<file path="src/design/bdq_pkg.sv">
// ----------------------------------------------------------------------------
// bdq_pkg
// Shared types and codes for the bounded double-ended queue.
// ----------------------------------------------------------------------------
package bdq_pkg;

  localparam int unsigned DATA_W = 32;

  typedef enum logic [2:0] {
    OP_DUMP      = 3'd0,
    OP_PUSH_FRNT = 3'd1,
    OP_PUSH_BACK = 3'd2,
    OP_POP_FRNT  = 3'd3,
    OP_POP_BACK  = 3'd4
  } op_t;

  typedef enum logic [1:0] {
    ST_OK    = 2'd0,
    ST_EMPTY = 2'd1,
    ST_FULL  = 2'd2
  } status_t;

  // per-cell move command
  typedef enum logic [1:0] {
    CMD_HOLD  = 2'd0,
    CMD_LEFT  = 2'd1,
    CMD_RIGHT = 2'd2,
    CMD_LOAD  = 2'd3
  } cell_cmd_t;

endpackage

</file>
<file path="src/design/bdq_cell.sv">
// ----------------------------------------------------------------------------
// bdq_cell
// One storage cell of the queue chain; holds, or takes its neighbour or a new value.
// ----------------------------------------------------------------------------
module bdq_cell
  import bdq_pkg::*;
(
  input  logic                     clk,
  input  cell_cmd_t                cmd,
  input  logic signed [DATA_W-1:0] left,
  input  logic signed [DATA_W-1:0] right,
  input  logic signed [DATA_W-1:0] load,
  output logic signed [DATA_W-1:0] value
);

  logic signed [DATA_W-1:0] value_next;

  always_comb begin
    case (cmd)
      CMD_HOLD:  value_next = value;
      CMD_LEFT:  value_next = left;
      CMD_RIGHT: value_next = right;
      CMD_LOAD:  value_next = load;
      default:   value_next = value;
    endcase
  end

  always_ff @(posedge clk) begin
    value <= value_next;
  end

endmodule

</file>
<file path="src/design/bounded_deque_with_dump_top.sv">
// ----------------------------------------------------------------------------
// bounded_deque_with_dump_top
// Bounded double-ended queue held in a chain of cells, front always in cell 0.
// ----------------------------------------------------------------------------
//   channel | direction | handshake             | payload
//   in      | input     | in_valid / in_stall   | op, item_value
//   out     | output    | out_valid / out_stall | out_value, status, last
//
// push and pop each give one transfer
// a dump gives one transfer per stored value, one per cycle while the output
// is not stalled, by rotating the cell chain towards cell 0 (an empty queue
// gives one EMPTY transfer); the input stays stalled until the dump is done
// reset clears the fill count and control; cell contents are not reset
// a stalled output holds its transfer and stalls the input
// ----------------------------------------------------------------------------
module bounded_deque_with_dump_top
  import bdq_pkg::*;
#(
  parameter int unsigned DEPTH = 16
)
(
  input  logic                     clk,
  input  logic                     rst,
  input  logic                     in_valid,
  output logic                     in_stall,
  input  logic [2:0]               op,
  input  logic signed [DATA_W-1:0] item_value,
  output logic                     out_valid,
  input  logic                     out_stall,
  output logic signed [DATA_W-1:0] out_value,
  output logic [1:0]               status,
  output logic                     last
);

  localparam int unsigned CW = $clog2(DEPTH + 1);

  typedef enum logic {
    S_IDLE,
    S_DUMP
  } state_t;

  state_t                   state;
  logic [CW-1:0]            count;
  logic [CW-1:0]            count_next;
  logic [CW-1:0]            dump_left;
  logic                     out_free;
  logic                     in_acc;
  logic                     dump_step;
  logic                     is_full;
  logic                     is_empty;
  cell_cmd_t                cmd [DEPTH];
  logic signed [DATA_W-1:0] cell_q [DEPTH];
  logic signed [DATA_W-1:0] load_data;

  assign out_free  = !out_valid || !out_stall;
  assign in_stall  = (state != S_IDLE) || !out_free;
  assign in_acc    = in_valid && !in_stall;
  assign dump_step = (state == S_DUMP) && out_free;
  assign is_full   = (count == CW'(DEPTH));
  assign is_empty  = (count == '0);
  assign load_data = dump_step ? cell_q[0] : item_value;

  // cell commands and next fill count
  always_comb begin
    count_next = count;
    for (int i = 0; i < DEPTH; i++) begin
      cmd[i] = CMD_HOLD;
    end
    if (dump_step) begin
      for (int i = 0; i < DEPTH; i++) begin
        cmd[i] = (CW'(i + 1) == count) ? CMD_LOAD : CMD_RIGHT;
      end
    end else if (in_acc) begin
      case (op)
        OP_PUSH_FRNT: begin
          if (!is_full) begin
            for (int i = 0; i < DEPTH; i++) begin
              cmd[i] = (i == 0) ? CMD_LOAD : CMD_LEFT;
            end
            count_next = count + 1'b1;
          end
        end
        OP_PUSH_BACK: begin
          if (!is_full) begin
            for (int i = 0; i < DEPTH; i++) begin
              cmd[i] = (CW'(i) == count) ? CMD_LOAD : CMD_HOLD;
            end
            count_next = count + 1'b1;
          end
        end
        OP_POP_FRNT: begin
          if (!is_empty) begin
            for (int i = 0; i < DEPTH; i++) begin
              cmd[i] = CMD_RIGHT;
            end
            count_next = count - 1'b1;
          end
        end
        OP_POP_BACK: begin
          if (!is_empty) begin
            count_next = count - 1'b1;
          end
        end
        default: begin
          count_next = count;
        end
      endcase
    end
  end

  for (genvar g = 0; g < DEPTH; g++) begin : g_cell
    logic signed [DATA_W-1:0] left_in;
    logic signed [DATA_W-1:0] right_in;
    if (g == 0) begin : g_first
      assign left_in = item_value;
    end else begin : g_mid_l
      assign left_in = cell_q[g-1];
    end
    if (g == DEPTH - 1) begin : g_end
      assign right_in = '0;
    end else begin : g_mid_r
      assign right_in = cell_q[g+1];
    end
    bdq_cell u_cell (
      .clk   (clk),
      .cmd   (cmd[g]),
      .left  (left_in),
      .right (right_in),
      .load  (load_data),
      .value (cell_q[g])
    );
  end

  always_ff @(posedge clk) begin
    if (rst) begin
      state     <= S_IDLE;
      count     <= '0;
      dump_left <= '0;
      out_valid <= 1'b0;
      out_value <= '0;
      status    <= ST_OK;
      last      <= 1'b0;
    end else begin
      count <= count_next;
      if (out_valid && !out_stall) begin
        out_valid <= 1'b0;
      end
      case (state)
        S_IDLE: begin
          if (in_acc) begin
            case (op)
              OP_DUMP: begin
                if (is_empty) begin
                  out_valid <= 1'b1;
                  out_value <= '0;
                  status    <= ST_EMPTY;
                  last      <= 1'b1;
                end else begin
                  state     <= S_DUMP;
                  dump_left <= count;
                end
              end
              OP_PUSH_FRNT, OP_PUSH_BACK: begin
                out_valid <= 1'b1;
                out_value <= '0;
                status    <= is_full ? ST_FULL : ST_OK;
                last      <= 1'b1;
              end
              OP_POP_FRNT, OP_POP_BACK: begin
                out_valid <= 1'b1;
                out_value <= '0;
                status    <= is_empty ? ST_EMPTY : ST_OK;
                last      <= 1'b1;
              end
              default: begin
                state <= S_IDLE;
              end
            endcase
          end
        end
        S_DUMP: begin
          if (dump_step) begin
            out_valid <= 1'b1;
            out_value <= cell_q[0];
            status    <= ST_OK;
            last      <= (dump_left == CW'(1));
            dump_left <= dump_left - 1'b1;
            if (dump_left == CW'(1)) begin
              state <= S_IDLE;
            end
          end
        end
        default: begin
          state <= S_IDLE;
        end
      endcase
    end
  end

  a_count_bound: assert property (@(posedge clk) disable iff (rst)
    count <= CW'(DEPTH))
    else $error("fill count above depth");

  a_dump_left: assert property (@(posedge clk) disable iff (rst)
    (state == S_DUMP) |-> (dump_left != '0) && (dump_left <= count))
    else $error("dump counter out of range");

  a_full_push: assert property (@(posedge clk) disable iff (rst)
    (in_acc && is_full && (op == OP_PUSH_FRNT || op == OP_PUSH_BACK))
      |=> $stable(count))
    else $error("refused push changed fill count");

  a_no_input_in_dump: assert property (@(posedge clk) disable iff (rst)
    (state == S_DUMP) |-> in_stall)
    else $error("input taken during dump");

endmodule
</file>
<file path="config.mk">
export PLATFORM = sky130hd
export DESIGN_NAME = bounded_deque_with_dump_top
export DESIGN_NICKNAME = d
export VERILOG_FILES = /design/src/design/bdq_pkg.sv /design/src/design/bdq_cell.sv /design/src/design/bounded_deque_with_dump_top.sv
export SDC_FILE = /design/constraint.sdc
export NUM_CORES = 1
export LEC_CHECK = 0
export ABC_AREA = 1
export BUFFER_PORTS_ARGS = -buffer_cell sky130_fd_sc_hd__buf_2
export CAP_MARGIN = 20
export CORE_ASPECT_RATIO = 1.2
export CORE_UTILIZATION = 35
export DETAILED_ROUTE_END_ITERATION = 10
export GPL_TIMING_DRIVEN = 0
export PLACE_DENSITY = 0.47
export SYNTH_ARGS = -nofsm -noshare
export SYNTH_HDL_FRONTEND = slang
export SYNTH_SLANG_ARGS = --single-unit
export TNS_END_PERCENT = 100
</file>
<file path="constraint.sdc">
create_clock -name clk -period 3.95 [get_ports clk]
set_input_delay 0.395 -clock clk [delete_from_list [all_inputs] [get_ports clk]]
set_output_delay 0.395 -clock clk [all_outputs]
set_load 0.01 [all_outputs]
</file>
## Word level (Yosys, flattened, before mapping)

Index checks and enable logic that the tools add are counted.

- Add/subtract/negate cells: 3
- Multiply operators: 0
- Divide/modulo/power cells: 0
- Magnitude comparators: 0
- Eq/ne operators: 79
- Shift operators: 0
- Muxes and demuxes: 92
- Bitwise operators: 2
- Reductions and logical operators: 35

Operators by type and width:

| operator | number |
|---|---|
| case mux 32 bit (3 select lines) | 17 |
| two-way mux 32 bit | 9 |
| case mux 32 bit (2 select lines) | 2 |
| == test 2 bit (second input constant) | 32 |
| == test 4 x 5 -> 1 bit (first input constant) | 8 |
| two-way mux 2 bit | 20 |
| == test 2 x 1 -> 1 bit (second input constant) | 16 |
| zero test 2 bit | 16 |
| two-way mux 5 bit | 6 |
| two-way mux 1 bit | 29 |
| == test 3 x 5 -> 1 bit (first input constant) | 4 |
| case mux 5 bit (2 select lines) | 2 |
| AND reduction 4 bit | 3 |
| == test 2 x 5 -> 1 bit (first input constant) | 2 |
| case mux 1 bit (2 select lines) | 5 |
| subtractor 5 x 1 -> 5 bit (second input constant) | 2 |
| inequality test 2 bit (second input constant) | 4 |
| == test 3 x 2 -> 1 bit (second input constant) | 2 |
| case mux 2 bit (3 select lines) | 1 |
| adder 5 x 1 -> 5 bit (second input constant) | 1 |
| == test 1 x 5 -> 1 bit (first input constant) | 1 |
| == test 5 x 1 -> 1 bit (second input constant) | 1 |
| == test 5 bit (first input constant) | 1 |
| == test 5 bit (second input constant) | 1 |
| other kinds (17) | 26 |

- Flip-flop bits (word level): 559
- Bits in latches: 0
- RAM bits: 0
- Memory bits (read-only): 0
- Bits of input ports: 39
- Output and inout port bits: 37
- Word-level logic and storage cells: 234
- Memories kept: 0

## Logic depth before layout (Yosys ltp)

- Depth in word-level cells: 10
- Mapped depth: 14
- Mapped depth without buffers: 12

## Hierarchy

A second synthesis with hierarchy kept.

- Cells, all modules: 3398
- Area total of the unflattened synthesis: 30818.3 um^2

By module, submodules not included:

| module | times used | cells each | area each (um^2) |
|---|---|---|---|
| bdq_cell | 16 | 180 | 1732.9 |
| bounded_deque_with_dump_top | 1 | 518 | 3091.7 |

## Least setup slack after synthesis

OpenSTA, ideal clock, no wires.

- Kind: reg-to-reg
- Start: reg count[0]
- End: reg g_cell[0].u_cell.value[0], enable pin
- Data arrival time: 2342 ps
- Required time: 3561 ps
- Setup slack: 1218 ps
- Stages on the path, launching flop included: 13
- Path buffers: 3
- Period minus slack after synthesis: 2732 ps
- Cells stage by stage: dfxtp_1 -> inv_1 -> ha_1 -> nand2_1 -> inv_1 -> nand2_2 -> nand2_2 -> buf_6 -> o21ai_2 -> nand2_1 -> buf_4 -> buf_4 -> nand2_1

- Cells in the longest elaborated chain, start to end: 7
- Elaborated cells on any way between the ends: 12
- Those cells by class: eq/ne (2); mux (8); reduce/logical (2)

RTL lines:

| element | RTL line | text |
|---|---|---|
| start, declared | bounded_deque_with_dump_top.sv:43 | `logic [CW-1:0] count;` |
| start signal, assigned | bounded_deque_with_dump_top.sv:144 | `count <= count_next;` |
| zero test 5 bit | bounded_deque_with_dump_top.sv:60, bounded_deque_with_dump_top.sv:86 |  |
| two-way mux 2 bit | bounded_deque_with_dump_top.sv:86 | `cmd[i] = (CW'(i) == count) ? CMD_LOAD : CMD_HOLD;` |
| two-way mux 32 bit | bounded_deque_with_dump_top.sv:84 | `if (!is_full) begin` |
| case mux 32 bit (3 select lines) | bounded_deque_with_dump_top.sv:74 | `case (op)` |
| two-way mux 32 bit | bounded_deque_with_dump_top.sv:73 | `end else if (in_acc) begin` |
| two-way mux 32 bit * | bounded_deque_with_dump_top.sv:69 | `if (dump_step) begin` |
| zero test 2 bit * | bdq_cell.sv:19 | `case (cmd)` |
| end signal, assigned | bdq_cell.sv:29 | `value <= value_next;` |
| end, declared | bdq_cell.sv:13 | `output logic signed [DATA_W-1:0] value` |

Mark *: on every way between the ends. The rest lies on a longest branch, timed or not.
A chain may end at the register's enable or synchronous reset.

## Final worst setup path

- Start: reg count[0]
- End: reg g_cell[14].u_cell.value[20], enable pin

- Cells in the longest elaborated chain, start to end: 7
- Elaborated cells on any way between the ends: 13
- Those cells by class: eq/ne (3); mux (8); reduce/logical (2)

RTL lines:

| element | RTL line |
|---|---|
| == test 4 x 5 -> 1 bit | bounded_deque_with_dump_top.sv:86 |
| two-way mux 2 bit | bounded_deque_with_dump_top.sv:86 |
| two-way mux 32 bit | bounded_deque_with_dump_top.sv:84 |
| case mux 32 bit (3 select lines) | bounded_deque_with_dump_top.sv:74 |
| two-way mux 32 bit | bounded_deque_with_dump_top.sv:73 |
| two-way mux 32 bit * | bounded_deque_with_dump_top.sv:69 |
| zero test 2 bit * | bdq_cell.sv:19 |
| end signal, assigned | bdq_cell.sv:29 |
| end, declared | bdq_cell.sv:13 |

Marked as above.

==> results by group <==
Run status
  – Status: finished, final reports clean

Synth
  – Mapped Area: 0.0301 mm²
  – Mapped Nets: around 3500
  – Ys async rst share: 0%
  – Most used DFF post-synth: edfxtp_1
  – Sequential fraction of the synthesis area: a little over half
  – Cell count after synthesis: ~3400
  – Flops & latches, synth: about 560
  – Yosys Warn Count: 0
  – EDFF count, synth: between 500 and 600
  – Syn avg cell area: between 8 and 9 µm²
  – Netlist cell types: 28

Critical path
  – Worst path required time: around 4.2 ns
  – Worst r2r src: count[0]
  – Path type of the worst setup path: flip-flop to flip-flop
  – Startpoint Class: flip-flop
  – Reg2reg setup slack: between 0.4 and 0.5 ns
  – Worst r2r path cells: 11
  – Crit. End Element: flip-flop
  – Worst Path Arrival: 3.69 ns
  – Reg2reg end: g_cell[14].u_cell.value[20]
  – Max Fanout on Critical Path: 32

STA
  – Crit path time final: roughly 3.5 ns
  – Final setup vio count: 0
  – Final WS setup: roughly 0.5 ns
  – Clk_skew: between 0.02 and 0.025 ns
  – Fmax: between 0.2 and 0.3 GHz
  – Final critical-path share of the clock period: ~90%
  – Slew Viols, Final: 0
  – Max_slew headroom: between 20% and 30%
  – RSZ-0062 raised after global routing: no
  – Worst-Margin Slew: about 1.1 ns
  – Endpoints failing hold: 0

GRT
  – Antenna violations before repair: 12
  – First-pass GRT wire length: 190 mm
  – Met1 usage: ~36%
  – GRT Max-Usage Layer: met2
  – Aggregate global-route resource usage: a little under a third
  – Vias in the first global route: ~27000
  – Routing usage on met3: slightly above 4%
  – Grt met2 use: between 50% and 60%
  – Grt total ovfl: 0
  – Largest net degree at the start of global routing: 33

Hold path
  – Hold path start: item_value[5]
  – Hold Path Stages: 3
  – Hold worst-path end: g_cell[0].u_cell.value[5]
  – Hold WC Path Type: input port to flip-flop

Die
  – I/O pins: 76
  – Total die area: 0.0872 mm²
  – Die Wd: roughly 270 µm
  – Rows: between 100 and 150
  – Initial Utilization: between 30% and 40%
  – Core footprint: around 0.085 mm²
  – Chip height: 323 µm

Run
  – Max_cap viols: 0

Detailed routing
  – Via/cell ratio: around 5.8
  – Final ANT Viol Nets: 0
  – # DRC: 0
  – Overall routed net length: ~130 mm
  – Drt first pass iters: 6
  – Vias post-DR: 27700
  – Drt wl/cell: ~28 µm
  – Initial DRC Count: between 3000 and 4000

Finish
  – Final Util: about two fifths
  – Non-filler cells, final: 4752
  – Finished layout cell area: ~0.034 mm²
  – Area growth syn-to-layout: 13.7%
  – Fillers: 8828
  – Nets: approximately 3600
  – Fraction of layout cells with a size suffix above 1: between 10% and 20%

Pwr
  – PwrDens: around 440 mW/mm²
  – NetSw: 4.22 mW
  – Internal: ~11 mW
  – Share of power burned in registers: a little under half
  – Net Sw Frac: between 20% and 30%
  – Comb pwr share: a little under an eighth
  – Power Total: between 15 and 20 mW
  – Max VDD drop: between 0.0003 and 0.0004 V
  – Clock Power Share: 41.4%
  – Static leakage: approximately 13 nW

CTS
  – H-tree levels: 3
  – CTS tree: yes
  – Clock latency on the worst-skew pair: between 0.6 and 0.7 ns
  – PostCTS Resize Cnt: 0
  – Max Buffers Root-to-Sink: 3
  – Post-CTS setup buffer count: 0
  – Total CTS buffers: between 60 and 70
  – CTS sink count: ~560
  – Reg clk slew, reported paths: around 0.06 ns
  – Clk root buf: clkbuf_16
  – # hold bufs at CTS: 0

Placement
  – Hpwl dp: ~100 mm
  – Pre-CTS WS: ~0.57 ns
  – RePlAce Congestion: between 0.9 and 1
  – Cells after DPL: 4629
  – I/O Buffers: between 70 and 80
  – Placed cell areas: ~0.032 mm²
## area by class of cell
type | instances | area (µm²) | share of cell area (%)
Clock buffer | 89 | 1900 | 5.54
Inverter | 49 | 184 | 0.537
Tap cell | 1130 | 1410 | 4.13
Sequential cell | 559 | 16300 | 47.6
Clock inverter | 33 | 218 | 0.636
Multi-Input combinational cell | 2476 | 11800 | 34.4
Antenna cell | 1 | 2.50 | 0.00731
Buffer | 332 | 1860 | 5.44
Timing Repair Buffer | 83 | 576 | 1.68
## synth_stat cells, drive strengths merged, types with 2 or more instances
master,number,area (µm²)
nand3,1419,7110
nand2,771,2960
edfxtp,512,15400
buf,281,1670
nand4,162,1010
clkbuf,51,195
nor2,48,195
dfxtp,47,941
inv,46,173
a21oi,41,205
o21ai,17,88.8
ha,8,100
clkinv,3,11.3
xor2,3,26.3
nor3,2,10.0
xnor2,2,17.5
## cells by family (layout without fill, tap and decap cells)
| logic type | Yosys count | in the layout | share of synthesized area [%] |
|---|---|---|---|
| simple gates | 2403 | 2403 | 37.5 |
| flops | 559 | 559 | 54.2 |
| buf+inv | 381 | 586 | 6.80 |
| fa+ha+maj | 8 | 8 | 0.332 |
| compound gates | 60 | 60 | 1.04 |
| other cells | 0 | 1 | 0 |
| xor+xnor | 5 | 5 | 0.145 |
## layout by cell type, fill, tap and decap left out
master,n
buf_4,80
nand4_1,162
buf_1,1
clkbuf_4,1
nor2_4,2
nand2_2,37
a31oi_1,1
o21ai_2,1
clkbuf_1,65
inv_2,10
xor2_1,3
clkinv_1,22
nand3_1,1418
nand2_1,734
inv_6,1
xnor2_1,2
inv_1,36
ha_1,8
buf_6,10
bufinv_16,2
clkinv_2,9
diode_2,1
clkinv_8,2
a21oi_1,41
nand3b_1,1
nor2_1,46
edfxtp_1,512
dfxtp_1,47
o21ai_0,16
buf_2,265
buf_16,6
nand3_2,1
clkbuf_16,73
buf_12,1
nor3_1,2
o211ai_2,1
buf_8,1
clkbuf_8,1
## worst max path at each step
stage / start / endpoint / slack [ns]
3_5_place_dp: count[0] / g_cell[14].u_cell.value[24] / 0.57
5_1_grt: count[0] / g_cell[15].u_cell.value[17] / 0.34
4_1_cts: count[0] / g_cell[14].u_cell.value[20] / 0.57
6_report: count[0] / g_cell[14].u_cell.value[20] / 0.49
3_3_place_gp: count[0] / g_cell[14].u_cell.value[12] / -0.03
2_1_floorplan: count[0] / g_cell[0].u_cell.value[0] / 1.22
## power by group through the flow
stage | Clock (mW) | Combinational, mW | Sequential [mW]
3_5_place_dp | 0 | 1.76 | 7.12
5_1_grt | 6.49 | 1.91 | 7.02
3_3_place_gp | 0 | 1.72 | 7.13
2_1_floorplan | 0 | 1.04 | 7.01
4_1_cts | 6.28 | 1.76 | 7.00
6_report | 6.21 | 1.79 | 7.01
## flip-flops by register name, indices dropped and copies added (netlist names)
signal,count
last,1
status,2
state,1
count,5
dump_left,5
out_valid,1
out_value,32
g_cell.u_cell.value,512
## metrics by stage
| stage | hold slack, ns | setup TNS, ns |
|---|---|---|
| after global placement | 0.448 | -1.08 |
| after detailed placement | 0.449 | 0 |
| after floorplan | 0.476 | 0 |
| after CTS | 0.0861 | 0 |
| after global routing | 0.123 | 0 |
| final | 0.114 | 0 |
## routing by layer
| metal | vias to the layer above | part of all wire, % | wire length, µm |
|---|---|---|---|
| li1 | 12600 | - | - |
| met1 | 13500 | 40 | 53000 |
| met2 | 1198 | 47 | 63100 |
| met3 | 357 | 5.9 | 7950 |
| met4 | 0 | 7.2 | 9660 |
| met5 | - | 0 | 0 |
## worst max-delay path, cell delays in order, from the launching register on
cell and delay [ns]:
dfxtp_1 0.49, inv_1 0.17, ha_1 0.26, nand2_1 0.19, nor2_1 0.11, nor2_1 0.09, nand2_1 0.06, nand2_2 0.37
inv_2 0.12, buf_6 0.19, buf_2 0.23, nand2_2 0.76
Note: power is estimated with default switching activity, not from simulation.
